**src/ras_pkg.sv**
```systemverilog
// ---------------------------------------------------------------------------
// ras_pkg: shared definitions for the rotor alignment sequencer
// Beat layouts, register indexes, phase codes and fixed sequence counts.
// ---------------------------------------------------------------------------
`default_nettype none

package ras_pkg;

    // Motor pole pairs; electrical angle is the mechanical angle times this.
    localparam int unsigned POLE_PAIRS = 4;

    // Field widths.
    localparam int unsigned ANGLE_W = 16;
    localparam int unsigned VQ_W    = 15;
    localparam int unsigned DIV_W   = 16;
    localparam int unsigned COUNT_W = 22;
    localparam int unsigned CFG_W   = 16;
    localparam int unsigned IDX_W   = 3;
    localparam int unsigned PHASE_W = 3;

    // Input beat: reference_position, align_angle, index_crossed, pad to bytes.
    localparam int unsigned IN_BITS = 2 * ANGLE_W + 1;
    localparam int unsigned IN_W    = ((IN_BITS + 7) / 8) * 8;

    // Output beat: angle, vq, sync offset, busy, done, fault, pad to bytes.
    localparam int unsigned OUT_BITS = 2 * ANGLE_W + VQ_W + 3;
    localparam int unsigned OUT_W    = ((OUT_BITS + 7) / 8) * 8;

    // Configuration register indexes.
    localparam logic [IDX_W-1:0] REG_STRATEGY  = 3'd0;
    localparam logic [IDX_W-1:0] REG_VQ_LIMIT  = 3'd1;
    localparam logic [IDX_W-1:0] REG_RAMP_DIV  = 3'd2;
    localparam logic [IDX_W-1:0] REG_SWEEP_DIR = 3'd3;
    localparam logic [IDX_W-1:0] REG_INDEX_OFS = 3'd4;

    // Sequence phases.
    localparam logic [PHASE_W-1:0] PH_IDLE       = 3'd0;
    localparam logic [PHASE_W-1:0] PH_UP_ENTER   = 3'd1;
    localparam logic [PHASE_W-1:0] PH_UP         = 3'd2;
    localparam logic [PHASE_W-1:0] PH_SWEEP      = 3'd3;
    localparam logic [PHASE_W-1:0] PH_DOWN_ENTER = 3'd4;
    localparam logic [PHASE_W-1:0] PH_DOWN       = 3'd5;
    localparam logic [PHASE_W-1:0] PH_DONE       = 3'd6;

    // Sweep lengths in ticks and the blind sweep offset base.
    localparam logic [COUNT_W-1:0] SWEEP_END_BLIND = COUNT_W'(32'h17000);
    localparam logic [COUNT_W-1:0] SWEEP_END_INDEX =
        COUNT_W'(32'h10000 * POLE_PAIRS + 32'h7000);
    localparam logic [ANGLE_W-1:0] SWEEP_BASE = 16'h3f00;

    // Mechanical to electrical angle, wrapping at 16 bits.
    function automatic logic [ANGLE_W-1:0] to_elec(input logic [ANGLE_W-1:0] mech);
        logic [31:0] prod;
        prod = 32'(mech) * 32'(POLE_PAIRS);
        return prod[ANGLE_W-1:0];
    endfunction

endpackage

`default_nettype wire

```
**src/ras_skid.sv**
```systemverilog
// ---------------------------------------------------------------------------
// ras_skid: two-entry output buffer for result beats
// Holds a result in the output register and one more in a skid register so
// the input side can take one more beat while the receiver stalls.
// ---------------------------------------------------------------------------
`default_nettype none

module ras_skid (
    input  wire logic                      clk,
    input  wire logic                      rst_n,
    input  wire logic                      in_valid,
    output logic                           in_ready,
    input  wire logic [ras_pkg::OUT_W-1:0] in_data,
    output logic                           out_valid,
    input  wire logic                      out_ready,
    output logic      [ras_pkg::OUT_W-1:0] out_data
);
    import ras_pkg::*;

    logic             out_valid_reg;
    logic             skid_valid_reg;
    logic [OUT_W-1:0] out_data_reg;
    logic [OUT_W-1:0] skid_data_reg;

    assign in_ready  = !skid_valid_reg;
    assign out_valid = out_valid_reg;
    assign out_data  = out_data_reg;

    // Valid flags.
    always_ff @(posedge clk or negedge rst_n)
    begin
        if (!rst_n)
        begin
            out_valid_reg  <= 1'b0;
            skid_valid_reg <= 1'b0;
        end
        else if (in_valid && in_ready)
        begin
            if (!out_valid_reg || out_ready)
                out_valid_reg <= 1'b1;
            else
                skid_valid_reg <= 1'b1;
        end
        else if (out_valid_reg && out_ready)
        begin
            if (skid_valid_reg)
                skid_valid_reg <= 1'b0;
            else
                out_valid_reg <= 1'b0;
        end
    end

    // Payload registers.
    always_ff @(posedge clk)
    begin
        if (in_valid && in_ready)
        begin
            if (!out_valid_reg || out_ready)
                out_data_reg <= in_data;
            else
                skid_data_reg <= in_data;
        end
        else if (out_valid_reg && out_ready && skid_valid_reg)
        begin
            out_data_reg <= skid_data_reg;
        end
    end

`ifndef SYNTH
    // A beat waits in the skid register only behind a beat in the output register.
    assert property (@(posedge clk) disable iff (!rst_n)
        skid_valid_reg |-> out_valid_reg)
        else $error("skid entry without output entry");

    // The skid register fills only when the output register was stalled.
    assert property (@(posedge clk) disable iff (!rst_n)
        $rose(skid_valid_reg) |-> $past(out_valid_reg && !out_ready))
        else $error("skid filled while output was free");
`endif

endmodule

`default_nettype wire

```
**src/rotor_align_sequencer_unit.sv**
```systemverilog
// ---------------------------------------------------------------------------
// rotor_align_sequencer_unit: open-loop rotor alignment sequencer
// Ramps the quadrature voltage, sweeps a forced electrical angle, ramps down
// and computes the encoder sync offset, one control tick per input beat.
// ---------------------------------------------------------------------------
// Usage:
//   Each slave beat is one control tick (tuser low) or a start command
//   (tuser high). Every accepted beat yields exactly one master beat holding
//   the sequencer outputs after that beat: forced angle, voltage command,
//   sync offset and busy, done and fault flags.
//   The state update is combinational from the state registers to the
//   result, which is registered when its beat is taken, and one beat can be
//   accepted every cycle while s_axis_tready is high.
//   Results go to an output register backed by one skid register; with the
//   receiver stalled, one further beat is taken, after which s_axis_tready
//   drops until the receiver takes a beat.
//   Configuration must be written via cfg_we/cfg_index/cfg_data only while the
//   block is idle, which it does not enforce; writes to unlisted indexes are
//   ignored. Reset puts the sequencer idle with angle, voltage and offset at
//   zero and loads the register defaults (voltage limit 1000, direction +1).
// ---------------------------------------------------------------------------
`default_nettype none

module rotor_align_sequencer_unit (
    input  wire logic                        clk,
    input  wire logic                        rst_n,
    // Slave side.
    input  wire logic                        s_axis_tvalid,
    output logic                             s_axis_tready,
    // tdata: reference_position[15:0], align_angle[31:16], index_crossed[32]
    input  wire logic [ras_pkg::IN_W-1:0]    s_axis_tdata,
    // tuser: action (0 tick, 1 start)
    input  wire logic                        s_axis_tuser,
    // Master side.
    output logic                             m_axis_tvalid,
    input  wire logic                        m_axis_tready,
    // tdata: electrical_angle[15:0], vq_drive[30:16], sync_offset[46:31],
    //        busy_res[47], done_res[48], fault[49]
    output logic      [ras_pkg::OUT_W-1:0]   m_axis_tdata,
    // Configuration write port.
    input  wire logic                        cfg_we,
    input  wire logic [ras_pkg::IDX_W-1:0]   cfg_index,
    input  wire logic [ras_pkg::CFG_W-1:0]   cfg_data
);
    import ras_pkg::*;

    // Configuration registers.
    logic               strategy_reg;
    logic [VQ_W-1:0]    vq_limit_reg;
    logic [DIV_W-1:0]   ramp_div_reg;
    logic [ANGLE_W-1:0] sweep_dir_reg;
    logic [ANGLE_W-1:0] index_ofs_reg;

    // Sequencer state.
    logic [PHASE_W-1:0] phase_reg,    phase_next;
    logic [VQ_W-1:0]    remain_reg,   remain_next;
    logic [DIV_W-1:0]   div_reg,      div_next;
    logic [COUNT_W-1:0] count_reg,    count_next;
    logic [ANGLE_W-1:0] angle_reg,    angle_next;
    logic [VQ_W-1:0]    vq_reg,       vq_next;
    logic               found_reg,    found_next;
    logic [ANGLE_W-1:0] offset_reg,   offset_next;
    logic               fault_reg,    fault_next;

    // Input beat fields.
    logic               in_fire;
    logic               action;
    logic [ANGLE_W-1:0] ref_pos;
    logic [ANGLE_W-1:0] align_pos;
    logic               index_crossed;

    // Ramp step working values.
    logic               ramp_run;
    logic               ramp_down;
    logic [VQ_W-1:0]    ramp_rem_in;
    logic [DIV_W-1:0]   ramp_div_in;
    logic [VQ_W-1:0]    ramp_vq_in;
    logic               ramp_end;

    logic [COUNT_W-1:0] end_count;
    logic               sweep_stop;
    logic [ANGLE_W-1:0] a_el;
    logic [ANGLE_W-1:0] r_el;
    logic [ANGLE_W-1:0] ofs_base;
    logic               busy_res;
    logic               done_res;
    logic [OUT_W-1:0]   result;

    assign in_fire       = s_axis_tvalid && s_axis_tready;
    assign action        = s_axis_tuser;
    assign ref_pos       = s_axis_tdata[ANGLE_W-1:0];
    assign align_pos     = s_axis_tdata[2*ANGLE_W-1:ANGLE_W];
    assign index_crossed = s_axis_tdata[2*ANGLE_W];

    // Configuration writes.
    always_ff @(posedge clk or negedge rst_n)
    begin
        if (!rst_n)
        begin
            strategy_reg  <= 1'b0;
            vq_limit_reg  <= VQ_W'(1000);
            ramp_div_reg  <= '0;
            sweep_dir_reg <= ANGLE_W'(1);
            index_ofs_reg <= '0;
        end
        else if (cfg_we)
        begin
            case (cfg_index)
                REG_STRATEGY:  strategy_reg  <= cfg_data[0];
                REG_VQ_LIMIT:  vq_limit_reg  <= cfg_data[VQ_W-1:0];
                REG_RAMP_DIV:  ramp_div_reg  <= cfg_data[DIV_W-1:0];
                REG_SWEEP_DIR: sweep_dir_reg <= cfg_data[ANGLE_W-1:0];
                REG_INDEX_OFS: index_ofs_reg <= cfg_data[ANGLE_W-1:0];
                default:       ;
            endcase
        end
    end

    // Sweep end test and sync offset arithmetic.
    assign end_count  = strategy_reg ? SWEEP_END_INDEX : SWEEP_END_BLIND;
    assign sweep_stop = (strategy_reg && found_reg) || (count_reg == end_count);
    assign a_el       = to_elec(align_pos);
    assign r_el       = to_elec(ref_pos);
    assign ofs_base   = strategy_reg ? index_ofs_reg : SWEEP_BASE - a_el;

    // Ramp inputs: a fresh ramp loads the limit and clears the divider.
    always_comb
    begin
        ramp_run    = 1'b0;
        ramp_down   = 1'b0;
        ramp_rem_in = remain_reg;
        ramp_div_in = div_reg;
        ramp_vq_in  = vq_reg;
        case (phase_reg)
            PH_UP_ENTER:
            begin
                ramp_run    = 1'b1;
                ramp_rem_in = vq_limit_reg;
                ramp_div_in = '0;
                ramp_vq_in  = '0;
            end
            PH_UP:
            begin
                ramp_run = 1'b1;
            end
            PH_SWEEP:
            begin
                ramp_run    = sweep_stop;
                ramp_down   = 1'b1;
                ramp_rem_in = vq_limit_reg;
                ramp_div_in = '0;
                ramp_vq_in  = vq_limit_reg;
            end
            PH_DOWN:
            begin
                ramp_run  = 1'b1;
                ramp_down = 1'b1;
            end
            default:
            begin
                ramp_run = 1'b0;
            end
        endcase
        ramp_end = (ramp_rem_in == '0);
    end

    // Next state for one beat.
    always_comb
    begin
        phase_next  = phase_reg;
        remain_next = remain_reg;
        div_next    = div_reg;
        count_next  = count_reg;
        angle_next  = angle_reg;
        vq_next     = vq_reg;
        found_next  = found_reg;
        offset_next = offset_reg;
        fault_next  = fault_reg;

        if (action)
        begin
            phase_next = PH_UP_ENTER;
            angle_next = ANGLE_W'(1);
            vq_next    = '0;
            count_next = COUNT_W'(1);
            found_next = 1'b0;
            fault_next = 1'b0;
        end
        else if (ramp_run)
        begin
            // One ramp tick, up or down.
            remain_next = ramp_rem_in;
            div_next    = ramp_div_in;
            vq_next     = ramp_vq_in;
            if (ramp_end)
            begin
                phase_next = ramp_down ? PH_DOWN_ENTER : PH_SWEEP;
            end
            else
            begin
                phase_next = ramp_down ? PH_DOWN : PH_UP;
                if (ramp_div_in == ramp_div_reg)
                begin
                    remain_next = ramp_rem_in - VQ_W'(1);
                    vq_next     = ramp_down ? ramp_rem_in - VQ_W'(1)
                                            : ramp_vq_in + VQ_W'(1);
                    div_next    = '0;
                end
                else
                begin
                    div_next = ramp_div_in + DIV_W'(1);
                end
            end
        end
        else if (phase_reg == PH_SWEEP)
        begin
            // Sweep step; the index pulse counts only in index mode.
            angle_next = angle_reg + sweep_dir_reg;
            count_next = count_reg + COUNT_W'(1);
            if (strategy_reg && index_crossed)
                found_next = 1'b1;
        end
        else if (phase_reg == PH_DOWN_ENTER)
        begin
            offset_next = ofs_base + a_el - r_el;
            fault_next  = strategy_reg && !found_reg;
            phase_next  = PH_DONE;
        end
    end

    // State registers.
    always_ff @(posedge clk or negedge rst_n)
    begin
        if (!rst_n)
        begin
            phase_reg  <= PH_IDLE;
            remain_reg <= '0;
            div_reg    <= '0;
            count_reg  <= COUNT_W'(1);
            angle_reg  <= '0;
            vq_reg     <= '0;
            found_reg  <= 1'b0;
            offset_reg <= '0;
            fault_reg  <= 1'b0;
        end
        else if (in_fire)
        begin
            phase_reg  <= phase_next;
            remain_reg <= remain_next;
            div_reg    <= div_next;
            count_reg  <= count_next;
            angle_reg  <= angle_next;
            vq_reg     <= vq_next;
            found_reg  <= found_next;
            offset_reg <= offset_next;
            fault_reg  <= fault_next;
        end
    end

    // Result beat.
    assign busy_res = (phase_next != PH_IDLE) && (phase_next != PH_DONE);
    assign done_res = (phase_next == PH_DONE);
    assign result   = OUT_W'({fault_next, done_res, busy_res,
                              offset_next, vq_next, angle_next});

    ras_skid u_skid (
        .clk       (clk),
        .rst_n     (rst_n),
        .in_valid  (s_axis_tvalid),
        .in_ready  (s_axis_tready),
        .in_data   (result),
        .out_valid (m_axis_tvalid),
        .out_ready (m_axis_tready),
        .out_data  (m_axis_tdata)
    );

`ifndef SYNTH
    // A start beat always enters the ramp-up entry phase.
    assert property (@(posedge clk) disable iff (!rst_n)
        (in_fire && action) |=> (phase_reg == PH_UP_ENTER))
        else $error("start did not enter ramp-up");

    // The sweep count never runs past the longest sweep.
    assert property (@(posedge clk) disable iff (!rst_n)
        count_reg <= SWEEP_END_INDEX)
        else $error("sweep count overran");

    // Fault is only ever raised together with done.
    assert property (@(posedge clk) disable iff (!rst_n)
        ($rose(fault_reg)) |-> (phase_reg == PH_DONE))
        else $error("fault raised outside finish");
`endif

endmodule

`default_nettype wire
```
**config.mk**
```make
export PLATFORM = sky130hd
export DESIGN_NAME = rotor_align_sequencer_unit
export DESIGN_NICKNAME = d
export VERILOG_FILES = /design/src/ras_pkg.sv /design/src/ras_skid.sv /design/src/rotor_align_sequencer_unit.sv
export SDC_FILE = /design/constraint.sdc
export NUM_CORES = 1
export LEC_CHECK = 0
export ABC_CLOCK_PERIOD_IN_PS = 4900
export BUFFER_PORTS_ARGS = -buffer_cell sky130_fd_sc_hd__clkbuf_2
export CAP_MARGIN = 10
export CORE_AREA = 10 10 198 200
export DETAILED_ROUTE_END_ITERATION = 7
export DIE_AREA = 0 0 208 210
export PLACE_DENSITY = 0.64
export SYNTH_ARGS = -nofsm -noshare
export SYNTH_HDL_FRONTEND = slang
export SYNTH_SLANG_ARGS = --single-unit
```
**constraint.sdc**
```tcl
create_clock -name clk -period 4.9 [get_ports clk]
set_clock_uncertainty 0.2 [all_clocks]
set_input_delay 0.245 -clock clk [delete_from_list [all_inputs] [get_ports clk]]
set_output_delay 0.245 -clock clk [all_outputs]
set_load 0.005 [all_outputs]
```
==> results by group <==
Status
  – Outcome: finished clean

Clock network
  – CTS root buffer: clkbuf_16
  – Post_cts resized: 0
  – Sink Count: 271
  – Clock slew at reported path FFs: 0.06 ns
  – CTS H-tree lvls: 1
  – Clk Latency, worst-skew pair: 0.58 ns
  – Clock Path Buffers: 3
  – CTS Buf Count: 30
  – TritonCTS clock tree: done

Yosys
  – Prevailing post-synth register cell: dfrtp_1
  – Register area share after synthesis: 46.6%
  – Async S/R FF share, synth: 63.1%
  – Top cells by area, synth: dfrtp_1 26%, edfxtp_1 19%, mux2_2 5.8%
  – Cell area after synthesis: 15,600 um^2
  – Post-Synthesis Cells: 1,571
  – Cell taking the most area after synthesis: dfrtp_1
  – Yosys top cell area share: 26.1%
  – Post-synth EDFFs: 100
  – Yosys reg bits: 271
  – Post-synth cell types: 90
  – Avg Inst Size Synth: 9.95 um^2
  – YS warnings: 0

Global routing
  – Largest net degree at the start of global routing: 113
  – First-pass GRT wire length: 67,000 um
  – Global-route usage over all layers: 18.6%
  – Antenna violations before repair: 0
  – Grt ovf: 0
  – Number of global-route vias before repair: 12,000

Die
  – Height of the die: 210 um
  – Die area: 43,700 um^2
  – Core Box Area: 35,200 um^2
  – Starting Density: 44.4%
  – Ports: 123
  – DIE WIDTH: 208 um
  – Num rows: 69

Routing
  – Avg WL per Cell: 19.4 um
  – Drt drc: 0
  – Drt via density: 5.71
  – Final WL: 41,800 um
  – Via count: 12,300
  – DRT iter0 DRCs: 874
  – First-pass detailed-route iteration total: 8
  – Routed Antenna Nets: 0

Setup path
  – Most frequent cell on the critical path: a21oi_1
  – Reg2Reg Depth: 13
  – Cell chain of the critical path: a211oi_1, a21oi_1, fa_1, inv_1, ha_1, a21o_1, a21oi_1, nand4b_1, a41oi_1, nor2b_1, xor2_1, o21ai_0, mux2_2
  – Critical Path Max Stage Delay: 0.61 ns
  – Worst Path Required: 5.03 ns
  – Max FO, Critical Path: 17
  – R2R Path End: u_skid.out_data[44]
  – Worst R2R Start: strategy_reg
  – Slowest-stage cell, CP: dfrtp_1
  – Nature of the critical path endpoint: register
  – Reg-to-reg slack, setup: 0.79 ns
  – Worst setup SP type: register
  – Buf+Inv Stages, Crit Path: 1
  – CP Data Arrival Time: 4.24 ns
  – Crit path kind: reg -> reg
  – CP delay by family, top: compound AO/OA/AOI/OAI gates

Power
  – Total power: 10.0 mW
  – LEAKAGE: 7.50 nW
  – Max VDD drop: 378 uV
  – PD cells: 562 nW/um^2

Min path
  – Worst Hold Class: in -> reg
  – Hold Path Depth: 4
  – Min-Delay Startpoint: cfg_index[2]
  – Hold EP: strategy_reg

Layout
  – ANT cells: 0
  – Area added between synthesis and finish: 13.9%
  – Fin util: 50.6%
  – Final nets: 1,788
  – Layout cell share with drive strength beyond 1: 18.1%

Timing
  – Tmin final: 4.11 ns
  – Hold_ws: 0.0284 ns
  – Max Clk Rate: 0.243 GHz
  – Post-Route Setup TNS: 0 ns
  – Hold Vio Cnt, Final: 0
  – Final Max Tran Viols: 0
  – Max-slew headroom: 32.5%
  – Measured slew at the worst slew-check pin: 1.01 ns
  – RSZ-0062 raised after global routing: false
  – # setup viols final: 0
  – Tcrit/Tclk final: 84.0%

Placement
  – Port Buffers: 105
  – Final GP Congestion: 0.874
  – Post-DP HPWL: 29,100 um

Run
  – Max-cap viol count: 0
## Yosys cell counts, types with 19 or more instances
cell        n
nand3_1    39
nor2_1    133
clkbuf_1   50
a21oi_1   110
mux2_2     81
o21a_1     21
xnor2_1    48
inv_1      67
dfrtp_1   163
edfxtp_1  100
nand2_1   190
a31oi_1    22
mux2i_1    28
ha_1       34
xor2_1     33
a21o_1     19
o21ai_0    76
nor3_1     31
## layout by cell type (no fill, tap or decap), types with 22 or more instances in the layout
cell type and n:
dlygate4sd3_1 22, nor2_1 132, clkbuf_16 32, a31oi_1 22, o21ai_0 76, nor3_1 29
buf_4 28, dfrtp_1 163, nand2_1 189, xor2_1 33, clkbuf_2 104, nand3_1 39
xnor2_1 48, mux2_2 81, ha_1 34, mux2i_1 28, edfxtp_1 100, inv_1 67
a21oi_1 110
## through the flow
step                      std cells  setup WS, ns  instance area (um^2)
after global placement         2082         0.758                 16600
after global routing           2160         0.521                 17800
after CTS                      2160         0.825                 17800
after detailed placement       2082         0.694                 16600
final                          2160         0.786                 17800
after floorplan                1576         0.986                 15700
## where the power goes
| part | total, mW | internal (mW) | switching (mW) |
|---|---|---|---|
| sequential | 3.65 | 3.12 | 0.528 |
| combinational | 4.04 | 1.58 | 2.47 |
| clock | 2.31 | 1.36 | 0.955 |
## worst max path at each step
stage / startpoint / endpoint / slack (ns) / cells past startpoint
2_1_floorplan: phase_reg[2] / u_skid.out_data[30] / 0.99 / 15
6_report: strategy_reg / u_skid.out_data[44] / 0.79 / 13
3_3_place_gp: s_axis_tdata[17] / u_skid.out_data[44] / 0.76 / 16
3_5_place_dp: s_axis_tdata[16] / u_skid.out_data[44] / 0.69 / 16
5_1_grt: strategy_reg / u_skid.out_data[44] / 0.52 / 12
4_1_cts: strategy_reg / u_skid.out_data[44] / 0.83 / 13
## cells by family (layout without fill, tap and decap cells)
logic type	count (synthesis)	count (layout)	synth area share [%]
AOI/OAI and AO/OA	373	373	15.6
buffers and inverters	157	280	4.42
xor gates and xnor gates	81	81	4.54
muxes	109	109	7.63
and+or+nand+nor	531	531	16.6
other	1	6	0.0240
DFF	271	271	46.6
adders and majority gates	48	48	4.51
## per-layer routing
metal	vias up	track usage, %	wire [um]
met5	-	0	0
met4	0	5.05	823
met3	58	2.65	1760
met2	264	30.4	19700
met1	6125	25.4	19500
li1	5893	-	-
## cell type report
cell class	count	area (um^2)
Clock buffer	43	842
Clock inverter	13	163
Fill cell	3208	17400
Inverter	68	255
Multi-Input combinational cell	1148	7700
Sequential cell	271	7290
Tap cell	461	577
Timing Repair Buffer	156	982
## worst reg2reg max path: stages (launching register included)
cell,delay [ns]
dfrtp_1,0.61
a211oi_1,0.28
a21oi_1,0.09
fa_1,0.51
inv_1,0.04
ha_1,0.34
a21o_1,0.23
a21oi_1,0.20
nand4b_1,0.18
a41oi_1,0.30
nor2b_1,0.19
xor2_1,0.25
o21ai_0,0.14
mux2_2,0.31
## repair_timing
item	4_1_cts	5_1_grt
hold buffers	22	0
buffers inserted	0	0
hold endpoints to repair	126	0
Power figures use the tool's default switching activity.
